## src/hw/rtl/wavw_pkg.sv

```systemverilog
`default_nettype none
package wavw_pkg;

  localparam int unsigned CmdWidth = 1;
  localparam logic CMD_HEADER = 1'b0;
  localparam logic CMD_SAMPLE = 1'b1;
  localparam int unsigned HdrLen = 44;
  localparam logic [31:0] DEFAULT_RATE = 32'd44100;
  localparam logic [15:0] DEFAULT_CHANNELS = 16'd1;
  localparam logic [31:0] RIFF_BASE = 32'd36;

  localparam logic [1:0] REG_CHANNELS = 2'd0;
  localparam logic [1:0] REG_RATE = 2'd1;
  localparam logic [1:0] REG_FRAMES = 2'd2;

  typedef struct packed {
    logic        cmd;
    logic [31:0] sample_bits;
  } in_word_t;

  typedef struct packed {
    logic [7:0] out_byte;
    logic       last_byte;
  } out_word_t;

  // Header fields after the products, ready for byte selection.
  typedef struct packed {
    logic [15:0] ch;
    logic [31:0] rate;
    logic [31:0] data_size;
    logic [31:0] byte_rate;
  } hdr_fields_t;

  typedef struct packed {
    logic        cmd;
    logic [15:0] pcm;
    hdr_fields_t hdr;
  } job_t;

  function automatic logic [7:0] hdr_byte(input hdr_fields_t h, input logic [5:0] idx);
    logic [31:0] riff;
    logic [15:0] align;
    logic [7:0]  b;
    riff  = RIFF_BASE + h.data_size;
    align = {h.ch[14:0], 1'b0};
    case (idx)
      6'd0: b = 8'h52;  6'd1: b = 8'h49;  6'd2: b = 8'h46;  6'd3: b = 8'h46;
      6'd4: b = riff[7:0];   6'd5: b = riff[15:8];
      6'd6: b = riff[23:16]; 6'd7: b = riff[31:24];
      6'd8: b = 8'h57;  6'd9: b = 8'h41;  6'd10: b = 8'h56; 6'd11: b = 8'h45;
      6'd12: b = 8'h66; 6'd13: b = 8'h6d; 6'd14: b = 8'h74; 6'd15: b = 8'h20;
      6'd16: b = 8'd16; 6'd17: b = 8'h00; 6'd18: b = 8'h00; 6'd19: b = 8'h00;
      6'd20: b = 8'd1;  6'd21: b = 8'h00;
      6'd22: b = h.ch[7:0];    6'd23: b = h.ch[15:8];
      6'd24: b = h.rate[7:0];  6'd25: b = h.rate[15:8];
      6'd26: b = h.rate[23:16]; 6'd27: b = h.rate[31:24];
      6'd28: b = h.byte_rate[7:0];   6'd29: b = h.byte_rate[15:8];
      6'd30: b = h.byte_rate[23:16]; 6'd31: b = h.byte_rate[31:24];
      6'd32: b = align[7:0]; 6'd33: b = align[15:8];
      6'd34: b = 8'd16; 6'd35: b = 8'h00;
      6'd36: b = 8'h64; 6'd37: b = 8'h61; 6'd38: b = 8'h74; 6'd39: b = 8'h61;
      6'd40: b = h.data_size[7:0];   6'd41: b = h.data_size[15:8];
      6'd42: b = h.data_size[23:16]; 6'd43: b = h.data_size[31:24];
      default: b = 8'h00;
    endcase
    return b;
  endfunction

endpackage
`default_nettype wire

```

## src/hw/rtl/wav_pcm16_stream_writer.sv

```systemverilog
`default_nettype none
// WAV PCM16 byte stream writer. A header word (cmd 0) yields the 44-byte
// RIFF/WAVE header built from the channel, rate and frame registers; a sample
// word (cmd 1) yields two little-endian bytes of the converted binary32
// sample. A word passes the converter stages, the serializer's job register
// and its output register before its first byte is valid, then one byte per
// cycle while the receiver is ready: 2 per sample, 44 per header. Input words
// are taken while bytes still drain, unless the converter's last stage is held.
// Registers: 0x0 channel_count, 0x4 sample_rate, 0x8 frame_count.
module wav_pcm16_stream_writer
  import wavw_pkg::*;
(
  input  wire logic        clk,
  input  wire logic        rst,
  input  wire logic        in_valid,
  output logic             in_ready,
  input  wire in_word_t    in_data,
  output logic             out_valid,
  input  wire logic        out_ready,
  output out_word_t        out_data,
  input  wire logic        psel,
  input  wire logic        penable,
  input  wire logic        pwrite,
  input  wire logic [3:0]  paddr,
  input  wire logic [31:0] pwdata,
  output logic [31:0]      prdata,
  output logic             pready
);

  logic [15:0] channel_count;
  logic [31:0] sample_rate;
  logic [31:0] frame_count;
  logic        wr;

  assign pready = 1'b1;
  assign wr = psel && penable && pwrite;

  always_ff @(posedge clk) begin
    if (rst) begin
      channel_count <= DEFAULT_CHANNELS;
      sample_rate   <= DEFAULT_RATE;
      frame_count   <= 32'd0;
    end else if (wr) begin
      case (paddr[3:2])
        REG_CHANNELS: channel_count <= pwdata[15:0];
        REG_RATE:     sample_rate <= pwdata;
        REG_FRAMES:   frame_count <= pwdata;
        default: ;
      endcase
    end
  end

  always_comb begin
    case (paddr[3:2])
      REG_CHANNELS: prdata = {16'd0, channel_count};
      REG_RATE:     prdata = sample_rate;
      REG_FRAMES:   prdata = frame_count;
      default:      prdata = 32'd0;
    endcase
  end

  logic job_valid;
  logic job_ready;
  job_t job;
  logic advance;

  // advance the pipe unless its last stage is full and blocked
  assign advance  = !job_valid || job_ready;
  assign in_ready = advance;

  wavw_conv u_conv (
    .clk, .rst, .advance,
    .in_valid(in_valid),
    .in_word(in_data),
    .ch_cfg(channel_count),
    .rate_cfg(sample_rate),
    .frames_cfg(frame_count),
    .out_valid(job_valid),
    .out_job(job)
  );

  wavw_ser u_ser (
    .clk, .rst,
    .job_valid, .job, .job_ready,
    .out_valid, .out_ready,
    .out_word(out_data)
  );

endmodule
`default_nettype wire

```

## src/hw/rtl/wavw_conv.sv

```systemverilog
`default_nettype none
// Three-stage binary32 to PCM16 converter with a header-size path alongside.
// Stage 1: clamp, select scale, 24x16 product. Stage 2: round product to
// binary32 (24 bits). Stage 3: round half away to integer, header products.
module wavw_conv
  import wavw_pkg::*;
(
  input  wire logic        clk,
  input  wire logic        rst,
  input  wire logic        advance,
  input  wire logic        in_valid,
  input  wire in_word_t    in_word,
  input  wire logic [15:0] ch_cfg,
  input  wire logic [31:0] rate_cfg,
  input  wire logic [31:0] frames_cfg,
  output logic             out_valid,
  output job_t             out_job
);

  // stage 1
  logic        s1_valid;
  logic        s1_cmd;
  logic        s1_zero;
  logic        s1_neg;
  logic [39:0] s1_prod;
  logic [7:0]  s1_exp;
  logic [15:0] s1_ch;
  logic [31:0] s1_rate;
  logic [31:0] s1_frames2;

  logic [7:0]  e_in;
  logic [23:0] m_in;
  logic        n_in;
  logic        big;
  logic [23:0] m_c;
  logic [7:0]  e_c;
  logic [15:0] scale;
  logic [15:0] ch_eff;

  always_comb begin
    e_in  = in_word.sample_bits[30:23];
    n_in  = in_word.sample_bits[31];
    m_in  = {(e_in != 8'd0), in_word.sample_bits[22:0]};
    big   = (e_in >= 8'd127);
    m_c   = big ? 24'h800000 : m_in;
    e_c   = big ? 8'd127 : ((e_in == 8'd0) ? 8'd1 : e_in);
    scale = (n_in && (m_in != 24'd0)) ? 16'd32768 : 16'd32767;
    ch_eff = (ch_cfg == 16'd0) ? DEFAULT_CHANNELS : ch_cfg;
  end

  always_ff @(posedge clk) begin
    if (rst) begin
      s1_valid <= 1'b0;
    end else if (advance) begin
      s1_valid <= in_valid;
    end
    if (advance) begin
      s1_cmd  <= in_word.cmd;
      s1_zero <= (e_in == 8'hff) || (m_in == 24'd0) || (e_c < 8'd102);
      s1_neg  <= n_in;
      s1_prod <= {16'd0, m_c} * {24'd0, scale};
      s1_exp  <= e_c;
      s1_ch   <= ch_eff;
      s1_rate <= (rate_cfg == 32'd0) ? DEFAULT_RATE : rate_cfg;
      s1_frames2 <= {frames_cfg[30:0], 1'b0};
    end
  end

  // stage 2: normalize to 24 significant bits with round to nearest even
  logic        s2_valid;
  logic        s2_cmd;
  logic        s2_zero;
  logic        s2_neg;
  logic [24:0] s2_sig;
  logic [7:0]  s2_exp;
  logic [15:0] s2_ch;
  logic [31:0] s2_rate;
  logic [31:0] s2_frames2;

  logic [23:0] keep;
  logic        g;
  logic        st;
  logic        top;

  // leading one of the product sits at bit 38 or bit 37
  always_comb begin
    top = s1_prod[38];
    if (top) begin
      keep = s1_prod[38:15];
      g    = s1_prod[14];
      st   = |s1_prod[13:0];
    end else begin
      keep = s1_prod[37:14];
      g    = s1_prod[13];
      st   = |s1_prod[12:0];
    end
  end

  always_ff @(posedge clk) begin
    if (rst) begin
      s2_valid <= 1'b0;
    end else if (advance) begin
      s2_valid <= s1_valid;
    end
    if (advance) begin
      s2_cmd  <= s1_cmd;
      s2_zero <= s1_zero;
      s2_neg  <= s1_neg;
      s2_sig  <= {1'b0, keep} + {24'd0, g & (st | keep[0])};
      s2_exp  <= s1_exp + {7'd0, top};
      s2_ch   <= s1_ch;
      s2_rate <= s1_rate;
      s2_frames2 <= s1_frames2;
    end
  end

  // stage 3: value = sig * 2^(exp-136); integer part via shift
  logic [47:0] fix;
  logic [5:0]  sh;
  logic [16:0] mag;
  logic        half;
  logic [15:0] pcm;
  logic [31:0] rate_x2;

  always_comb begin
    // integer = sig >> (136 - exp); exp ranges 102..128 here unless s2_zero is set
    fix  = {s2_sig, 23'd0};
    sh   = 6'(8'd136 - s2_exp);
    fix  = fix >> sh;
    mag  = fix[39:23];
    half = fix[22];
    mag  = mag + {16'd0, half};
    pcm  = s2_zero ? 16'd0 : (s2_neg ? 16'(-mag) : mag[15:0]);
    rate_x2 = {s2_rate[30:0], 1'b0};
  end

  always_ff @(posedge clk) begin
    if (rst) begin
      out_valid <= 1'b0;
    end else if (advance) begin
      out_valid <= s2_valid;
    end
    if (advance) begin
      out_job.cmd <= s2_cmd;
      out_job.pcm <= pcm;
      out_job.hdr.ch <= s2_ch;
      out_job.hdr.rate <= s2_rate;
      out_job.hdr.data_size <= s2_frames2 * {16'd0, s2_ch};
      out_job.hdr.byte_rate <= rate_x2 * {16'd0, s2_ch};
    end
  end

endmodule
`default_nettype wire

```

## src/hw/rtl/wavw_ser.sv

```systemverilog
`default_nettype none
// Byte serializer: takes one job, emits 2 or 44 bytes through an output register.
module wavw_ser
  import wavw_pkg::*;
(
  input  wire logic      clk,
  input  wire logic      rst,
  input  wire logic      job_valid,
  input  wire job_t      job,
  output logic           job_ready,
  output logic           out_valid,
  input  wire logic      out_ready,
  output out_word_t      out_word
);

  logic        busy;
  job_t        cur;
  logic [5:0]  idx;
  logic [5:0]  last_idx;
  logic        emit;
  logic        out_free;
  logic [7:0]  b;

  assign last_idx = (cur.cmd == CMD_SAMPLE) ? 6'd1 : 6'(HdrLen - 1);
  assign out_free = !out_valid || out_ready;
  assign emit     = busy && out_free;
  assign job_ready = !busy || (emit && (idx == last_idx));

  always_comb begin
    if (cur.cmd == CMD_SAMPLE) begin
      b = idx[0] ? cur.pcm[15:8] : cur.pcm[7:0];
    end else begin
      b = hdr_byte(cur.hdr, idx);
    end
  end

  always_ff @(posedge clk) begin
    if (rst) begin
      busy      <= 1'b0;
      out_valid <= 1'b0;
      idx       <= 6'd0;
    end else begin
      if (out_free) begin
        out_valid <= emit;
      end
      if (job_ready) begin
        busy <= job_valid;
        idx  <= 6'd0;
      end else if (emit) begin
        idx <= idx + 6'd1;
      end
    end
    if (job_ready && job_valid) begin
      cur <= job;
    end
    if (emit) begin
      out_word.out_byte  <= b;
      out_word.last_byte <= (idx == last_idx);
    end
  end

`ifndef NO_ASSERTIONS
  a_idx_range: assert property (@(posedge clk) disable iff (rst)
    busy |-> idx <= last_idx) else $error("byte index past end");
  a_last_frees: assert property (@(posedge clk) disable iff (rst)
    (emit && idx == last_idx) |-> job_ready) else $error("last byte did not free job");
  a_out_hold: assert property (@(posedge clk) disable iff (rst)
    (out_valid && !out_ready) |=> $stable(out_word)) else $error("output changed");
`endif

endmodule
`default_nettype wire

```

## config.mk

```make
export PLATFORM = sky130hd
export DESIGN_NAME = wav_pcm16_stream_writer
export DESIGN_NICKNAME = d
export VERILOG_FILES = /design/src/hw/rtl/wavw_pkg.sv /design/src/hw/rtl/wav_pcm16_stream_writer.sv /design/src/hw/rtl/wavw_conv.sv /design/src/hw/rtl/wavw_ser.sv
export SDC_FILE = /design/constraint.sdc
export NUM_CORES = 2
export LEC_CHECK = 0
export BUFFER_PORTS_ARGS = -buffer_cell sky130_fd_sc_hd__buf_4
export CAP_MARGIN = 0
export CELL_PAD_IN_SITES_DETAIL_PLACEMENT = 1
export CELL_PAD_IN_SITES_GLOBAL_PLACEMENT = 1
export CORE_ASPECT_RATIO = 1.2
export CORE_MARGIN = 2
export CORE_UTILIZATION = 25
export CTS_CLUSTER_SIZE = 10
export DETAILED_ROUTE_END_ITERATION = 10
export PLACE_DENSITY = 0.45
export SLEW_MARGIN = 10
export SYNTH_ARGS = -nofsm -noshare
export SYNTH_HDL_FRONTEND = slang
export SYNTH_SLANG_ARGS = --single-unit
```

## constraint.sdc

```tcl
create_clock -name clk -period 15.4 [get_ports clk]
set_input_delay 1.54 -clock clk [delete_from_list [all_inputs] [get_ports clk]]
set_output_delay 1.54 -clock clk [all_outputs]
set_load 0.02 [all_outputs]
```

== Word level (Yosys, flattened, before mapping) ==
Cells that the tools add are included.

* Add/subtract/negate cells: 7
* $mul: 3
* Order comparisons: 2
* Equal/unequal tests: 42
* Shift-type cells: 1
* Multiplexer cells: 13
* Bitwise operators: 2
* Reduce and logical (&&, ||, !) cells: 32

{| class="wikitable"
|+ Operators with widths
! kind !! count
|-
| 8-bit case mux with 35 select lines || 1
|-
| 32-bit case mux with 3 select lines || 1
|-
| 6-bit by 5-bit == test with 1-bit output, second input constant || 12
|-
| 6-bit == test, second input constant || 11
|-
| 31-bit by 16-bit multiplier with 31-bit output || 2
|-
| 6-bit by 4-bit == test with 1-bit output, second input constant || 8
|-
| 24-bit two-way mux || 2
|-
| 48-bit by 6-bit >> shifter with 39-bit output || 1
|-
| 24-bit by 16-bit multiplier with 39-bit output || 1
|-
| 6-bit by 32-bit adder with 32-bit output, first input constant || 1
|-
| 32-bit logical NOT || 1
|-
| 16-bit two-way mux || 2
|-
| 8-bit two-way mux || 4
|-
| 24-bit by 1-bit adder with 25-bit output || 1
|-
| 6-bit by 3-bit == test with 1-bit output, second input constant || 4
|-
| 24-bit logical NOT || 1
|-
| 24-bit nonzero test || 1
|-
| 16-bit by 1-bit adder with 16-bit output || 1
|-
| 16-bit logical NOT || 1
|-
| 16-bit negator || 1
|-
| 14-bit OR reduction || 1
|-
| 13-bit OR reduction || 1
|-
| 6-bit by 2-bit == test with 1-bit output, second input constant || 2
|-
| 2-bit OR reduction || 5
|-
| other kinds (22) || 36
|}

* Flip-flop bits (word level): 596
* Bits of input ports: 76
* Output and inout port bits: 44
* Logic and storage cells: 141

== Logic depth before layout (Yosys ltp) ==
* Depth after elaboration: 6
* Mapped depth: 34
* Gate-level depth less buffers: 31

== Cells and area by module ==
From an unflattened synthesis, not the netlist that was laid out.

* Cell total of the unflattened synthesis: 5,293
* Area, all modules: 55,869.8 µm²

{| class="wikitable"
|+ By module, submodules not included
! module !! instances !! cells an instance !! area each (µm²)
|-
| wavw_conv || 1 || 4,333 || 44,979.4
|-
| wavw_ser || 1 || 574 || 7,085.5
|-
| wav_pcm16_stream_writer || 1 || 386 || 3,804.9
|}

== Worst setup path before layout ==
Ideal clock, no wire load.

* Path type: input -> output
* Start: in out_ready
* End: out in_ready
* Arrival: 9.766 ns
* Required time: 13.860 ns
* Setup slack: 4.094 ns
* Stages: 4
* Path buffers: 0
* Path through: nor2b_1 > o21ai_0 > inv_1 > nand2_1

* Word-level cells in the longest chain between the ends: 5

{| class="wikitable"
|+ Ends and longest elaborated chain
! element !! RTL line !! text
|-
| start: declaration || wav_pcm16_stream_writer.sv:19 || <nowiki>input wire logic out_ready,</nowiki>
|-
| 1-bit logical OR || wavw_ser.sv:25 || <nowiki>assign out_free = !out_valid || out_ready;</nowiki>
|-
| 1-bit logical AND || wavw_ser.sv:26 || <nowiki>assign emit = busy && out_free;</nowiki>
|-
| 1-bit logical AND || wavw_ser.sv:27 || <nowiki>assign job_ready = !busy || (emit && (idx == last_idx));</nowiki>
|-
| 1-bit logical OR || wavw_ser.sv:27 ||
|-
| 1-bit logical OR || wav_pcm16_stream_writer.sv:68 || <nowiki>assign advance = !job_valid || job_ready;</nowiki>
|-
| end: declaration || wav_pcm16_stream_writer.sv:16 || <nowiki>output logic in_ready,</nowiki>
|}

Every way passes these cells.

== Final worst setup path ==
* Start: in in_data[6] in the netlist's numbering
* End: reg u_conv.s1_prod[38], data pin

* Word-level cells in the longest chain between the ends: 4
* Elaborated cells between the ends (all ways): 5
* Those cells by class: mul (1); mux (2); reduce/logical (2)

{| class="wikitable"
|+ Ends and longest elaborated chain
! element !! RTL line !! text
|-
| start: declaration || wav_pcm16_stream_writer.sv:17 || <nowiki>input wire in_word_t in_data,</nowiki>
|-
| 24-bit nonzero test || wavw_conv.sv:47 || <nowiki>scale = (n_in && (m_in != 24'd0)) ? 16'd32768 : 16'd32767;</nowiki>
|-
| 1-bit logical AND || wavw_conv.sv:47 ||
|-
| 16-bit two-way mux || wavw_conv.sv:47 ||
|-
| 24-bit by 16-bit multiplier with 39-bit output (*) || wavw_conv.sv:61 || <nowiki>s1_prod <= {16'd0, m_c} * {24'd0, scale};</nowiki>
|-
| end signal: assignment || wavw_conv.sv:61 ||
|-
| end: declaration || wavw_conv.sv:25 || <nowiki>logic [39:0] s1_prod;</nowiki>
|}

Mark *: on every way between the ends. The rest lies on a longest branch, timed or not.
A chain may end at the register's enable or synchronous reset.

==> qor.txt <==
Run status - completed
Reg-to-Reg End - u_conv.out_job[30]$_DFFE_PP_
Hold path start - u_conv.out_job[9]$_DFFE_PP_
Via density - 4.507
Initial Util - 25.20%
Routed len/inst - 21.18 um
Ys async rst share - 0%
DIE AREA - 222,200 um^2
Final period util - 64.56%
Sink Count - 594
Post-route minimum period - 9.942 ns
Placed cells - 8,013
Reg2reg setup slack - 7.26 ns
Worst-Skew Late Latency - 0.71 ns
Mapped Cells - 5,256
Final Max Slew Viols - 0
Maxcap violations - 0
Drc violations - 0
CP arrival - 10.37 ns
Post-synthesis register bit count - 594
Syn Std Cell Area - 54,600 um^2
Final clock skew - 0.05244 ns
Die H - 515.9 um
CTS tree - built
HP Class - flip-flop to flip-flop
Most common cell on crit path - fa_1
Mapped Nets - 6,382
Gr usage total - 15.68%
Seq/Total Area, Yosys - 31.00%
Setup-failing EPs final - 0
Via count - 36,740
Number of global-route vias before repair - 41,100
Row count - 187
Setup TNS - 0 ns
Port bufs - 116
Yosys top cell area share - 29.04%
Critical Path Start Type - primary input
Clock-pin slew on the worst setup and hold paths - 0.08 ns
Dominant cells by area after synthesis - fa_1 (29%), edfxtp_1 (28%), nand2_1 (6.2%)
Final Instance Count excl. Fillers - 8,151
Initial DRC Count - 1,612
Total clock buffers created by CTS - 76
Design Power - 0.006691 W
Req. time, crit path - 15.83 ns
Pin count of the biggest net entering global routing - 156
Post-cts gate resize count - 0
Actual slew at the worst max-slew pin - 1.120 ns
Area grow syn2layout - 11.82%
Worst relative slew slack - 23.41%
Multi-input gate area - 33,310 um^2
CP max FO - 25
Most used DFF post-synth - edfxtp_1
Post-synthesis cell type count - 96
Core area - 216,700 um^2
Global-route wire length before repair - 263.4 mm
Lkg Pwr - 24.83 nW
Crit. Startpoint - in_data[6]
Crit-path max cell delay - 0.64 ns
Crit path kind - primary input to flip-flop
Hold path endpoint - u_ser.cur[9]$_DFFE_PP_
Crit end category - flip-flop
I/O Pins - 120
Filler instances - 24,480
Share of cells above drive strength 1 - 7.156%
VDD IR-drop max - 77.66 uV
Final count of hold timing violations - 0
Fmax - 100.6 MHz
Synth warnings - 0
Power Density - 109.6 nW/um^2
DIE WIDTH - 430.6 um
Antenna viol nets, final - 0
RSZ-0062 raised after global routing - no
Post-CTS Setup Inserts - 0
Cell with the most instances after synthesis - nand2_1
Layout Nets - 6,382
Number of antenna violations at the first check in global routing - 8
Drt total wl - 172.6 mm
Clk buf depth - 3
Total gr overflow - 0
FF-to-FF path depth - 24
Fin Hold WS - 0.3972 ns
Drt first pass iters - 5
RR Startpoint - u_conv.s2_ch[1]$_DFFE_PP_
Storage cell area - 16,930 um^2
Avg Cell Area, Syn - 10.39 um^2
Number of synthesized flops with an enable pin - 503
CTS H-tree lvls - 3
Root Buffer - clkbuf_16
Post-DP HPWL - 132.6 mm
Commonest cells post-synth - nand2_1 (897), inv_1 (871), fa_1 (792)
Hold_buf cts - 0
Critical path's slowest cell - and2_1
Hold-critical path depth - 0
GP Congestion - 0.8788
Yosys top cell by area - fa_1
cells in the final DEF, fill, tap and decap left out, types with 9 or more instances in the layout:
| cell type | instances |
|---|---|
| nand3_1 | 70 |
| nand2_1 | 896 |
| nor4_1 | 27 |
| xnor2_1 | 175 |
| o211ai_1 | 14 |
| o221ai_1 | 9 |
| nand4_1 | 30 |
| o21a_1 | 14 |
| ha_1 | 258 |
| mux2i_1 | 62 |
| o21bai_1 | 22 |
| a211oi_1 | 16 |
| and2_1 | 217 |
| edfxtp_1 | 503 |
| a21o_1 | 35 |
| o21ai_0 | 81 |
| nor2b_1 | 20 |
| nor2_1 | 132 |
| mux2_2 | 19 |
| a21oi_1 | 188 |
| fa_1 | 792 |
| dfxtp_1 | 91 |
| nor3_1 | 40 |
| clkbuf_16 | 79 |
| inv_1 | 871 |
| a221oi_1 | 15 |
| or2_2 | 18 |
| buf_4 | 203 |
| xor2_1 | 73 |
| and3_1 | 36 |
| mux4_2 | 16 |
| nand2b_1 | 17 |
| clkbuf_1 | 32 |
| a22o_1 | 37 |
| a22oi_1 | 31 |
registers in the layout, indices dropped and copies added (netlist names), 6 cells and up:
| name | count |
|---|---|
| u_conv.s1_prod | 39 |
| sample_rate | 32 |
| frame_count | 32 |
| u_conv.s2_ch | 16 |
| u_conv.s2_exp | 6 |
| u_conv.s1_rate | 32 |
| u_conv.s2_rate | 32 |
| u_ser.out_word | 9 |
| u_conv.s2_frames2 | 31 |
| u_ser.idx | 6 |
| u_conv.s1_ch | 16 |
| u_ser.cur | 127 |
| u_conv.s2_sig | 25 |
| u_conv.s1_exp | 6 |
| u_conv.s1_frames2 | 31 |
| channel_count | 16 |
| u_conv.out_job | 127 |
logic make-up after synthesis:
family / synth area share (%)
simple gates: 12.94
buf+inv: 8.055
compound gates: 6.792
mux: 2.188
fa+ha+maj: 35.01
other cells: 0.006868
xor+xnor: 4.008
flops: 31.00
worst max-delay path by stage:
stage / slack (ns) / endpoint
3_3_place_gp: 4.61 / u_conv.s1_prod[38]$_DFFE_PP_
5_1_grt: 5.01 / u_conv.s1_prod[38]$_DFFE_PP_
4_1_cts: 5.38 / u_conv.s1_prod[38]$_DFFE_PP_
3_5_place_dp: 4.63 / u_conv.s1_prod[38]$_DFFE_PP_
6_report: 5.46 / u_conv.s1_prod[38]$_DFFE_PP_
2_1_floorplan: 4.09 / in_ready
routing by layer:
layer	track usage (%)	part of all wire, %
met1	20.27	45
met2	27.87	50
met3	1.538	2.6
met4	4.143	2.3
met5	0	0.0075
per-stage QoR:
stage                     setup WS [ns]  instance area, um^2  utilization, %
after global routing              5.006                61040           28.17
after CTS                         5.384                61040           28.17
final                             5.458                61050           28.18
after global placement            4.612                58630           27.06
after floorplan                   4.094                54600               -
after detailed placement          4.628                58630           27.06
layout make-up:
type	count	area share, %
antenna	6	0.02459
clock buffer	112	3.457
clock inverter	20	0.4980
inverter	873	5.367
multi-input combinational	3506	54.56
sequential	594	27.72
tap	2835	5.810
timing repair buffer	205	2.562
report_power, final:
group | internal, W | switching (W) | leakage [nW]
Combinational | 0.00119 | 0.00165 | 17.5
Sequential | 0.00200 | 0.000127 | 6.22
Clock | 0.000982 | 0.000744 | 1.14
worst max-delay path: cells and delay by family:
family	cells	cell delay, ns
adder cells (fa/ha/maj)	7	3.21
buffers and inverters	7	1.15
AND/OR/NAND/NOR	6	2.01
AO/OA/AOI/OAI	8	2.31
XOR/XNOR	1	0.13
Note: power is estimated with default switching activity, not from simulation.
